File: src/hdl/rbsi_pkg.sv
// ----------------------------------------------------------------------------
// rbsi_pkg
// Shared types and constants of the ray / box slab intersection unit.
// ----------------------------------------------------------------------------
package rbsi_pkg;

    localparam int CFG_IDX_W = 3;
    localparam int NUM_AXES  = 3;

    typedef enum logic [CFG_IDX_W-1:0] {
        REG_MIN_X = 3'd0,
        REG_MIN_Y = 3'd1,
        REG_MIN_Z = 3'd2,
        REG_MAX_X = 3'd3,
        REG_MAX_Y = 3'd4,
        REG_MAX_Z = 3'd5
    } t_cfg_reg;

    typedef struct packed {
        logic zero_dir;
        logic in_slab;
    } t_lane_flags;

endpackage

File: src/hdl/rbsi_merge.sv
// ----------------------------------------------------------------------------
// rbsi_merge
// Combine lane results into entry / exit, decide hit and entry distance.
// ----------------------------------------------------------------------------
module rbsi_merge #(
    parameter int W = 32
) (
    input  logic                  i_clk,
    input  logic                  i_en,
    input  logic signed [W-1:0]   i_near  [rbsi_pkg::NUM_AXES],
    input  logic signed [W-1:0]   i_far   [rbsi_pkg::NUM_AXES],
    input  rbsi_pkg::t_lane_flags i_flags [rbsi_pkg::NUM_AXES],
    output logic                  o_hit,
    output logic signed [W-1:0]   o_dist
);
    localparam logic signed [W-1:0] MAXV = {1'b0, {(W-1){1'b1}}};
    localparam logic signed [W-1:0] MINV = {1'b1, {(W-1){1'b0}}};

    logic signed [W-1:0] n_entry;
    logic signed [W-1:0] n_exit;
    logic                n_miss;
    logic signed [W-1:0] r_entry;
    logic signed [W-1:0] r_exit;
    logic                r_miss;
    logic                r_hit;
    logic signed [W-1:0] r_dist;
    logic                miss;

    always_comb begin
        n_entry = MINV;
        n_exit  = MAXV;
        n_miss  = 1'b0;
        for (int a = 0; a < rbsi_pkg::NUM_AXES; a++) begin
            if (i_flags[a].zero_dir) begin
                if (!i_flags[a].in_slab) begin
                    n_miss = 1'b1;
                end
            end else begin
                if (i_near[a] > n_entry) begin
                    n_entry = i_near[a];
                end
                if (i_far[a] < n_exit) begin
                    n_exit = i_far[a];
                end
            end
        end
    end

    assign miss = r_miss || r_exit[W-1] || (r_entry > r_exit);

    always_ff @(posedge i_clk) begin
        if (i_en) begin
            r_entry <= n_entry;
            r_exit  <= n_exit;
            r_miss  <= n_miss;
            r_hit   <= !miss;
            r_dist  <= miss ? MAXV : r_entry;
        end
    end

    assign o_hit  = r_hit;
    assign o_dist = r_dist;

endmodule

File: config.mk
export PLATFORM = sky130hd
export DESIGN_NAME = rbsi_merge
export DESIGN_NICKNAME = d
export VERILOG_FILES = /design/src/hdl/rbsi_pkg.sv /design/src/hdl/rbsi_merge.sv
export SDC_FILE = /design/constraint.sdc
export NUM_CORES = 1
export LEC_CHECK = 0
export BUFFER_PORTS_ARGS = -buffer_cell sky130_fd_sc_hd__buf_2
export CAP_MARGIN = 10
export CORE_UTILIZATION = 56
export CTS_CLUSTER_SIZE = 12
export DETAILED_ROUTE_END_ITERATION = 8
export MAX_ROUTING_LAYER = met4
export PLACE_DENSITY_LB_ADDON = 0.05
export SLEW_MARGIN = 20
export SYNTH_ARGS = -nofsm -noshare
export SYNTH_HDL_FRONTEND = slang
export SYNTH_SLANG_ARGS = --single-unit
File: constraint.sdc
create_clock -name i_clk -period 8.5 [get_ports i_clk]
set_clock_uncertainty 0.2 [all_clocks]
set_input_delay 1.275 -clock i_clk [delete_from_list [all_inputs] [get_ports i_clk]]
set_output_delay 1.275 -clock i_clk [all_outputs]
set_load 0.05 [all_outputs]
==> results of run 1 <==
==> cells in the mapped netlist (5+ instances only) <==
cell type	count	area (um^2)
nand3_1	49	245
o21bai_1	32	240
nand2_1	25	93.8
edfxtp_1	98	2940
o41ai_1	30	263
and4_1	9	78.8
o21a_1	11	82.6
ha_1	158	1980
a21oi_1	44	220
and3_1	32	200
buf_2	6	30.0
nor3_1	43	215
inv_1	129	484
nor2_1	106	398
nor4_1	5	31.3
nand2b_1	34	213
mux2i_1	92	921
nor2b_1	8	50.1
nand4_1	30	188
a21o_1	35	263
clkbuf_1	53	199
o21ai_0	49	245
a2bb2o_1	30	300
==> cells by family after synthesis <==
| logic type | after synthesis | synth area share |
|---|---|---|
| adders and majority gates | 158 | 0.191 |
| muxes | 95 | 0.0925 |
| and+or+nand+nor | 360 | 0.179 |
| buffers and inverters | 192 | 0.0725 |
| AOI/OAI and AO/OA | 261 | 0.181 |
| DFF | 98 | 0.284 |
==> area by class of cell <==
type	instances	area share
multi-input combinational	874	0.557
sequential	98	0.245
timing repair buffer	251	0.109
inverter	130	0.0406
tap	229	0.0238
clock buffer	9	0.0187
clock inverter	7	0.00489
antenna	9	0.00187
==> flip-flops by register name, summed over array words and instances, names as in the netlist <==
| name | count |
|---|---|
| o_dist | 32 |
| r_entry | 32 |
| r_exit | 32 |
| o_hit | 1 |
| r_miss | 1 |
==> placed cells by master (no fill, tap or decap), drive strengths merged, types with 5 or more instances in the layout <==
| master | n |
|---|---|
| a21o | 35 |
| a21oi | 44 |
| a2bb2o | 30 |
| and3 | 32 |
| and4 | 9 |
| buf | 251 |
| clkbuf | 9 |
| diode | 9 |
| edfxtp | 98 |
| ha | 158 |
| inv | 134 |
| mux2i | 92 |
| nand2 | 25 |
| nand2b | 34 |
| nand3 | 49 |
| nand4 | 30 |
| nor2 | 106 |
| nor2b | 8 |
| nor3 | 45 |
| nor4 | 5 |
| o21a | 11 |
| o21ai | 52 |
| o21bai | 32 |
| o41ai | 30 |
==> stage by stage <==
step	cell area, um^2	power [W]
3_5_place_dp	11700	0.00146
4_1_cts	12000	0.00184
5_1_grt	12000	0.00196
2_1_floorplan	10400	0.00121
3_3_place_gp	11700	0.00144
6_report	12000	0.00185
==> worst max-delay path: stages <==
cell      delay [ns]
buf_2           0.11
nand4b_1        0.20
nor4_1          0.32
a21o_1          0.48
buf_4           0.28
nor2_1          0.08
ha_1            0.33
nand4_1         0.11
nor3_1          0.29
o311ai_0        0.19
a31oi_1         0.25
nor3_1          0.10
nor3_4          0.18
buf_4           0.33
nand2_1         0.10
o21a_1          0.13
ha_1            0.35
and3_1          0.19
nand4_1         0.13
nor3_1          0.32
nand3_1         0.13
or4_1           0.51
and4_1          0.24
a211oi_4        0.25
buf_4           0.33
mux2i_1         0.36
==> power breakdown <==
group / switching (W) / internal (W) / leakage, nW
Sequential: 0.0000384 / 0.000630 / 0.926
Combinational: 0.000477 / 0.000316 / 4.98
Clock: 0.000181 / 0.000204 / 0.140
==> metal layers <==
| layer | part of all wire | vias to the layer above | wire length, um |
|---|---|---|---|
| li1 | - | 4723 | - |
| met1 | 0.47 | 4333 | 14200 |
| met2 | 0.43 | 363 | 12900 |
| met3 | 0.068 | 62 | 2050 |
| met4 | 0.031 | 0 | 939 |
| met5 | 0 | - | 0 |
==> worst paths after layout <==
check,from,slack [ns],to,cells past startpoint
worst min register to register,r_entry[25],0.35,o_dist[25],1
worst min-delay path,r_entry[25],0.35,o_dist[25],1
worst max-delay path,i_far[95],0.84,r_exit[17],26
worst max register to register,r_entry[17],4.87,o_hit,10
==> summary.txt, run 1 <==
Global routing
  – Largest net degree at the start of global routing: 67
  – Antenna violations before repair: 8
  – First-pass GRT wire length: 45100 um
  – Total GRT Usage: 0.324
  – Global route total overflow: 0
  – Vias in the first global route: 8459
  – Global Route met2 Usage: 0.464
  – Top Usage Layer GRT: met2
  – Met1 usage: 0.460
  – Met3 Use GR: 0.0464

Final layout
  – Ratio of cells with drive above 1 in the final layout: 0.205
  – Fin cells: 1607
  – Number of fill cells in the layout: 1533
  – Multi-input logic area: 6700 um^2
  – Layout Utilization: 0.668
  – Layout area overhead: 16.2%
  – Nets@finish: 1722
  – Reg area: 2940 um^2

Yosys
  – Syn Inst Count: 1164
  – Syn_nets: 1522
  – Ys async rst share: 0
  – Post-Synthesis Cell Area: 10400 um^2
  – Register area share after synthesis: 0.284
  – Netlist cell types: 55
  – Post-synth EDFFs: 98
  – Top FF cell, synth: edfxtp_1
  – Avg Inst Size Synth: 8.90 um^2
  – Seq cells post-synth: 98
  – Synth warn: 0

Placement
  – Dpl cells: 1582
  – Hpwl dp: 24600 um
  – Dpl ws: 0.597 ns
  – RD Place Congestion: 0.977
  – PortBufs: 232

Timing
  – Min Hold Slack: 0.354 ns
  – Crit path time final: 7.66 ns
  – Highest clock rate: 131 MHz
  – RSZ-0062 raised after global routing: no
  – Final setup TNS: 0 ns
  – Slew margin rel.: 0.539
  – Worst slew pin tran: 0.692 ns
  – Tcrit/Tclk final: 0.901
  – Hold Vio Cnt, Final: 0
  – Setup ws final: 0.838 ns
  – Fin. max-slew vios: 0
  – Setup-failing EPs final: 0

Route
  – Total wire length: 30000 um
  – Vias: 9481
  – Detail Route Antenna Nets: 0
  – Drt via density: 5.90
  – Wire per inst: 18.7 um
  – DRT Pass-1 Iters: 6
  – First-iteration detailed-routing DRC count: 816
  – Residual DRC: 0

Clocking
  – Post-CTS setup buffer count: 0
  – Clock Sinks: 98
  – Clock tree from TritonCTS: built
  – Htree depth: 3
  – CTS resizes: 0
  – Clock Path Buffers: 2
  – Worst-path clk slew: 0.07 ns
  – Num CTS Buffers: 9
  – Root Driver: clkbuf_16
  – Post-CTS Hold Buffers: 0
  – Worst-skew pair later-pin latency: 0.34 ns

Floorplan
  – Io pins: 233
  – Die area: 19000 um^2
  – Chip Height: 138 um
  – Starting Density: 0.575
  – Row cnt: 49
  – Core area: 18000 um^2
  – Die width: 138 um

Worst setup path
  – Crit start category: primary input
  – Worst Setup Path Type: in2reg
  – Crit path max fanout: 18
  – WP data arrival: 7.60 ns
  – CP Data Required Time: 8.43 ns
  – CP endpoint kind: flop

Power and ir drop
  – Max rail drop VDD: 164 uV
  – PD cells: 153 nW/um^2
  – Leak: 6.05 nW

Min path
  – Hold crit path type: reg2reg

Flow run
  – Max Cap Violations: 0

Outcome
  – Status: finished clean
Note: power is estimated with default switching activity, not from simulation.
==> run 2, diff against run 1 <==
--- a/config.mk
+++ b/config.mk
@@ -10,7 +10,6 @@
 export CORE_UTILIZATION = 56
 export CTS_CLUSTER_SIZE = 12
 export DETAILED_ROUTE_END_ITERATION = 8
-export MAX_ROUTING_LAYER = met4
 export PLACE_DENSITY_LB_ADDON = 0.05
 export SLEW_MARGIN = 20
 export SYNTH_ARGS = -nofsm -noshare
==> summary.txt, run 2 (synthesis gave the netlist of run 1 again) <==
Worst setup path
  – Crit-path slowest cell: or4_1
  – Kind of cell adding the most delay to the critical path: simple AND/OR/NAND/NOR gates
  – Crit start category: primary input
  – Worst Setup Path Type: in2reg
  – CP cell instances: buf_2, nand4b_1, nor4_1, a21o_1, buf_4, nor2_1, ha_1, nand4_1, nor3_1, o311ai_0, a31oi_1, nor3_1, nor3_4, buf_4, mux2i_1, ha_1, nand4_1, nor3_1, nand3_1, or4_1, and4_1, a211oi_4, buf_4, mux2i_1
  – CP endpoint kind: flop
  – R2R cell count: 10
  – Crit path max fanout: 16
  – WP data arrival: 7.83 ns
  – Stages on worst setup path: 24
  – Slowest stage delay, CP: 0.53 ns
  – WP buf/inv: 4
  – CP Data Required Time: 8.44 ns

Route
  – Total wire length: 29800 um
  – Wire per inst: 18.5 um
  – Residual DRC: 0
  – Drt via density: 5.92
  – Detail Route Antenna Nets: 0
  – DRT Pass-1 Iters: 5
  – Vias: 9515
  – First-iteration detailed-routing DRC count: 680

Clocking
  – Clock Path Buffers: 2
  – Clock Sinks: 98
  – Clock tree from TritonCTS: built
  – Post-CTS Hold Buffers: 0
  – CTS resizes: 0
  – Htree depth: 3
  – Worst-path clk slew: 0.07 ns
  – Post-CTS setup buffer count: 0
  – Root Driver: clkbuf_16
  – Num CTS Buffers: 9
  – Worst-skew pair later-pin latency: 0.34 ns

Floorplan
  – Die area: 19000 um^2
  – Row cnt: 49
  – Chip Height: 138 um
  – Die width: 138 um
  – Core area: 18000 um^2
  – Starting Density: 0.575
  – Io pins: 233

Final layout
  – Commonest non-fill, non-tap cell in the layout: buf_2
  – Ratio of cells with drive above 1 in the final layout: 0.205
  – Most frequent cells in the layout: 231 x buf_2, 158 x ha_1, 129 x inv_1
  – Layout Utilization: 0.668
  – Layout area overhead: 16.3%
  – Nets@finish: 1723

Global routing
  – Total GRT Usage: 0.321
  – Vias in the first global route: 8750
  – First-pass GRT wire length: 46200 um
  – Largest net degree at the start of global routing: 67
  – Antenna violations before repair: 6
  – Global route total overflow: 0

Timing
  – RSZ-0062 raised after global routing: no
  – Tcrit/Tclk final: 0.928
  – Crit path time final: 7.89 ns
  – Setup-failing EPs final: 0
  – Hold Vio Cnt, Final: 0
  – Worst slew pin tran: 0.827 ns
  – Fin. max-slew vios: 0
  – Final setup TNS: 0 ns
  – Slew margin rel.: 0.449
  – Highest clock rate: 127 MHz

Power and ir drop
  – PD cells: 154 nW/um^2
  – Leak: 6.05 nW
  – Max rail drop VDD: 159 uV

Placement
  – RD Place Congestion: 0.986
  – PortBufs: 232
  – Hpwl dp: 24300 um

Outcome
  – Status: finished clean

Min path
  – Hold crit path type: reg2reg
  – Hold depth: 1

Flow run
  – Max Cap Violations: 0
## run 2: changes by cell type in the layout (fill, tap and decap cells not counted), sizes merged
cell,before,now
buf,251,252
## run 2: where the power goes
part           leakage, nW  switching (W)  total, W  internal [W]
logic                 4.99       0.000473  0.000789      0.000316
clock network        0.140       0.000186  0.000390      0.000204
registers            0.926      0.0000403  0.000670      0.000630
total                 6.05       0.000699   0.00185       0.00115
## run 2: final cells by class
cell class              instances  area (um^2)
fillers                      1496         5980
clock buffers                   9          225
multi-input cells             874         6700
diodes                          9         22.5
well taps                     229          287
inverters                     130          488
repair buffers                252         1310
clock inverters                 7         58.8
flip-flops and latches         98         2940
## run 2: worst reg2reg max path: stages, from the launching register on
cell and delay (ns):
edfxtp_1 0.43, ha_1 0.34, a21o_1 0.18, a21o_1 0.17
a21o_1 0.18, a21o_1 0.17, a211o_1 0.31, a21oi_1 0.17
or4_1 0.14, nand3_2 0.50, or2_2 0.51
## run 2: per-stage QoR
stage,setup WS [ns],area [um^2],total power (W),cells,hold WS (ns)
6_report,0.612,12000,0.00185,1608,0.361
5_1_grt,0.164,12000,0.00197,1602,0.373
2_1_floorplan,1.38,10400,0.00121,1164,0.302
4_1_cts,0.736,12000,0.00185,1599,0.361
3_3_place_gp,0.459,11700,0.00144,1583,0.332
3_5_place_dp,0.376,11700,0.00146,1583,0.343
## run 2: worst paths after layout
| kind | startpoint | endpoint | slack (ns) |
|---|---|---|---|
| worst min-delay path | r_entry[24] | o_dist[24] | 0.36 |
| worst max-delay path | i_far[95] | r_exit[23] | 0.61 |
| worst max register to register | r_entry[17] | o_hit | 4.95 |
| worst min register to register | r_entry[24] | o_dist[24] | 0.36 |
## run 2: per-layer routing
metal  wire, um  track usage  vias to the layer above
met4        769        0.115                        4
met3       2120       0.0435                       47
met5         27            0                        -
met2      13000        0.478                      372
li1           -            -                     4729
met1      13900        0.469                     4363
==> run 3, diff against run 2 <==
--- a/config.mk
+++ b/config.mk
@@ -5,9 +5,10 @@
 export SDC_FILE = /design/constraint.sdc
 export NUM_CORES = 1
 export LEC_CHECK = 0
+export ABC_AREA = 1
 export BUFFER_PORTS_ARGS = -buffer_cell sky130_fd_sc_hd__buf_2
 export CAP_MARGIN = 10
-export CORE_UTILIZATION = 56
+export CORE_UTILIZATION = 55
 export CTS_CLUSTER_SIZE = 12
 export DETAILED_ROUTE_END_ITERATION = 8
 export PLACE_DENSITY_LB_ADDON = 0.05
==> summary.txt, run 3 <==
Clocking
  – Htree depth: 3
  – Worst-path clk slew: 0.07 ns
  – Root Driver: clkbuf_16
  – Worst-skew pair later-pin latency: 0.36 ns
  – Num CTS Buffers: 9
  – Clock tree from TritonCTS: built
  – Post-CTS setup buffer count: 0
  – Clock Sinks: 98
  – Clock Path Buffers: 2
  – CTS resizes: 0
  – Post-CTS Hold Buffers: 0

Timing
  – Setup-failing EPs final: 0
  – Slew margin rel.: 0.478
  – Worst slew pin tran: 0.779 ns
  – RSZ-0062 raised after global routing: no
  – Final setup TNS: 0 ns
  – Highest clock rate: 137 MHz
  – Min Hold Slack: 0.360 ns
  – Crit path time final: 7.28 ns
  – Hold Vio Cnt, Final: 0
  – Fin. max-slew vios: 0
  – Tcrit/Tclk final: 0.856

Flow run
  – Max Cap Violations: 0

Power and ir drop
  – Tot Pwr: 0.00180 W
  – Power share of the clock group: 0.239
  – Internal power: 0.00112 W
  – Logic gate share of total power: 0.389
  – Net Sw Power: 0.000675 W
  – Sw Ratio: 0.376
  – Max rail drop VDD: 91.1 uV
  – Leak: 5.26 nW
  – PD cells: 171 nW/um^2
  – Seq pwr share: 0.372

Global routing
  – Antenna violations before repair: 0
  – Vias in the first global route: 7623
  – First-pass GRT wire length: 36000 um
  – Global route total overflow: 0
  – Largest net degree at the start of global routing: 65
  – Total GRT Usage: 0.280

Route
  – Wire per inst: 15.0 um
  – Vias: 8223
  – DRT Pass-1 Iters: 6
  – First-iteration detailed-routing DRC count: 437
  – Detail Route Antenna Nets: 0
  – Drt via density: 5.36
  – Residual DRC: 0
  – Total wire length: 23000 um

Yosys
  – Most frequent cell after synthesis: nand2_1
  – Post-synth top area share: 0.330
  – Largest area contributor in the netlist: edfxtp_1
  – Post-synth EDFFs: 98
  – Netlist cell types: 40
  – Ys async rst share: 0
  – Avg Inst Size Synth: 8.07 um^2
  – Syn Inst Count: 1106
  – Post-Synthesis Cell Area: 8930 um^2
  – Synth area leaders: edfxtp_1 33%, ha_1 22%, nand2_1 9.5%, o21ai_0 6.7%, inv_1 5.4%
  – Top cells by count, synth: 225 x nand2_1, 158 x ha_1, 129 x inv_1
  – Syn_nets: 1464
  – Register area share after synthesis: 0.330
  – Seq cells post-synth: 98
  – Synth warn: 0
  – Top FF cell, synth: edfxtp_1

Final layout
  – Ant. Diodes: 0
  – Ratio of cells with drive above 1 in the final layout: 0.250
  – Layout Utilization: 0.662
  – Layout area overhead: 17.8%
  – Fin cells: 1534
  – Commonest non-fill, non-tap cell in the layout: buf_2
  – Most frequent cells in the layout: 231 x buf_2, 225 x nand2_1, 158 x ha_1
  – Nets@finish: 1671

Worst setup path
  – CP Data Required Time: 8.40 ns
  – Crit path max fanout: 64
  – Crit-path slowest cell: clkinv_1
  – Worst Setup Path Type: in2reg
  – Crit start category: primary input
  – WP data arrival: 7.18 ns
  – CP endpoint kind: flop
  – CP dominant cell by count: nand2_1
  – Slowest stage delay, CP: 0.63 ns

Placement
  – Hpwl dp: 18700 um
  – Dpl cells: 1518
  – RD Place Congestion: 0.916
  – PortBufs: 232

Outcome
  – Status: finished clean

Floorplan
  – Io pins: 233
  – Core area: 15900 um^2
  – Die width: 129 um
  – Row cnt: 46
  – Chip Height: 129 um
  – Starting Density: 0.562
  – Die area: 16700 um^2

Min path
  – Hold crit path type: reg2reg
-- run 3: layer usage --
layer / global-route usage / up-vias / wire, um
met2: 0.471 / 297 / 10500
met4: 0.103 / 0 / 613
met3: 0.0566 / 54 / 1820
met5: 0 / - / 0
li1: - / 4236 / -
met1: 0.357 / 3636 / 10000
-- run 3: cell type report --
class	instances	area, um^2
fillers	1404	5370
clock inverters	7	83.8
well taps	216	270
inverters	134	503
multi-input cells	831	5260
flip-flops and latches	98	2940
repair buffers	239	1230
clock buffers	9	225
-- run 3: path summary, 6_finish.rpt --
check | startpoint | end | slack [ns] | cells after the start
worst max-delay path | i_flags[5] | r_entry[26] | 1.22 | 32
worst min-delay path | r_entry[3] | o_dist[3] | 0.36 | 1
worst max register to register | r_entry[9] | o_dist[5] | 5.17 | 13
worst min register to register | r_entry[3] | o_dist[3] | 0.36 | 1
-- run 3: power groups by stage --
stage                     logic, W  clock network (W)  registers [W]
final                     0.000698           0.000429       0.000669
after CTS                 0.000698           0.000433       0.000667
after floorplan           0.000444                  0       0.000719
after global routing      0.000796           0.000447       0.000675
after detailed placement  0.000692                  0       0.000678
after global placement    0.000676                  0       0.000677
-- run 3: cell families (layout without fill, tap and decap cells) --
| kind of cell | count (synthesis) | after routing | share of synthesized area |
|---|---|---|---|
| AOI/OAI and AO/OA | 246 | 246 | 0.147 |
| buffers and inverters | 177 | 389 | 0.0811 |
| xor gates and xnor gates | 1 | 1 | 0.000981 |
| DFF | 98 | 98 | 0.330 |
| and+or+nand+nor | 426 | 426 | 0.220 |
| adders and majority gates | 158 | 158 | 0.221 |
-- run 3: metrics by stage --
step	worst slack [ns]	area [um^2]
5_1_grt	0.482	10500
2_1_floorplan	2.50	8930
4_1_cts	1.23	10500
3_5_place_dp	0.873	10200
3_3_place_gp	1.02	10200
6_report	1.22	10500
-- run 3: critical path: cells and delay by family --
| family | cells | cell delay (ns) |
|---|---|---|
| compound gates | 11 | 1.46 |
| simple gates | 11 | 1.40 |
| fa+ha+maj | 2 | 0.65 |
| buf+inv | 8 | 2.35 |
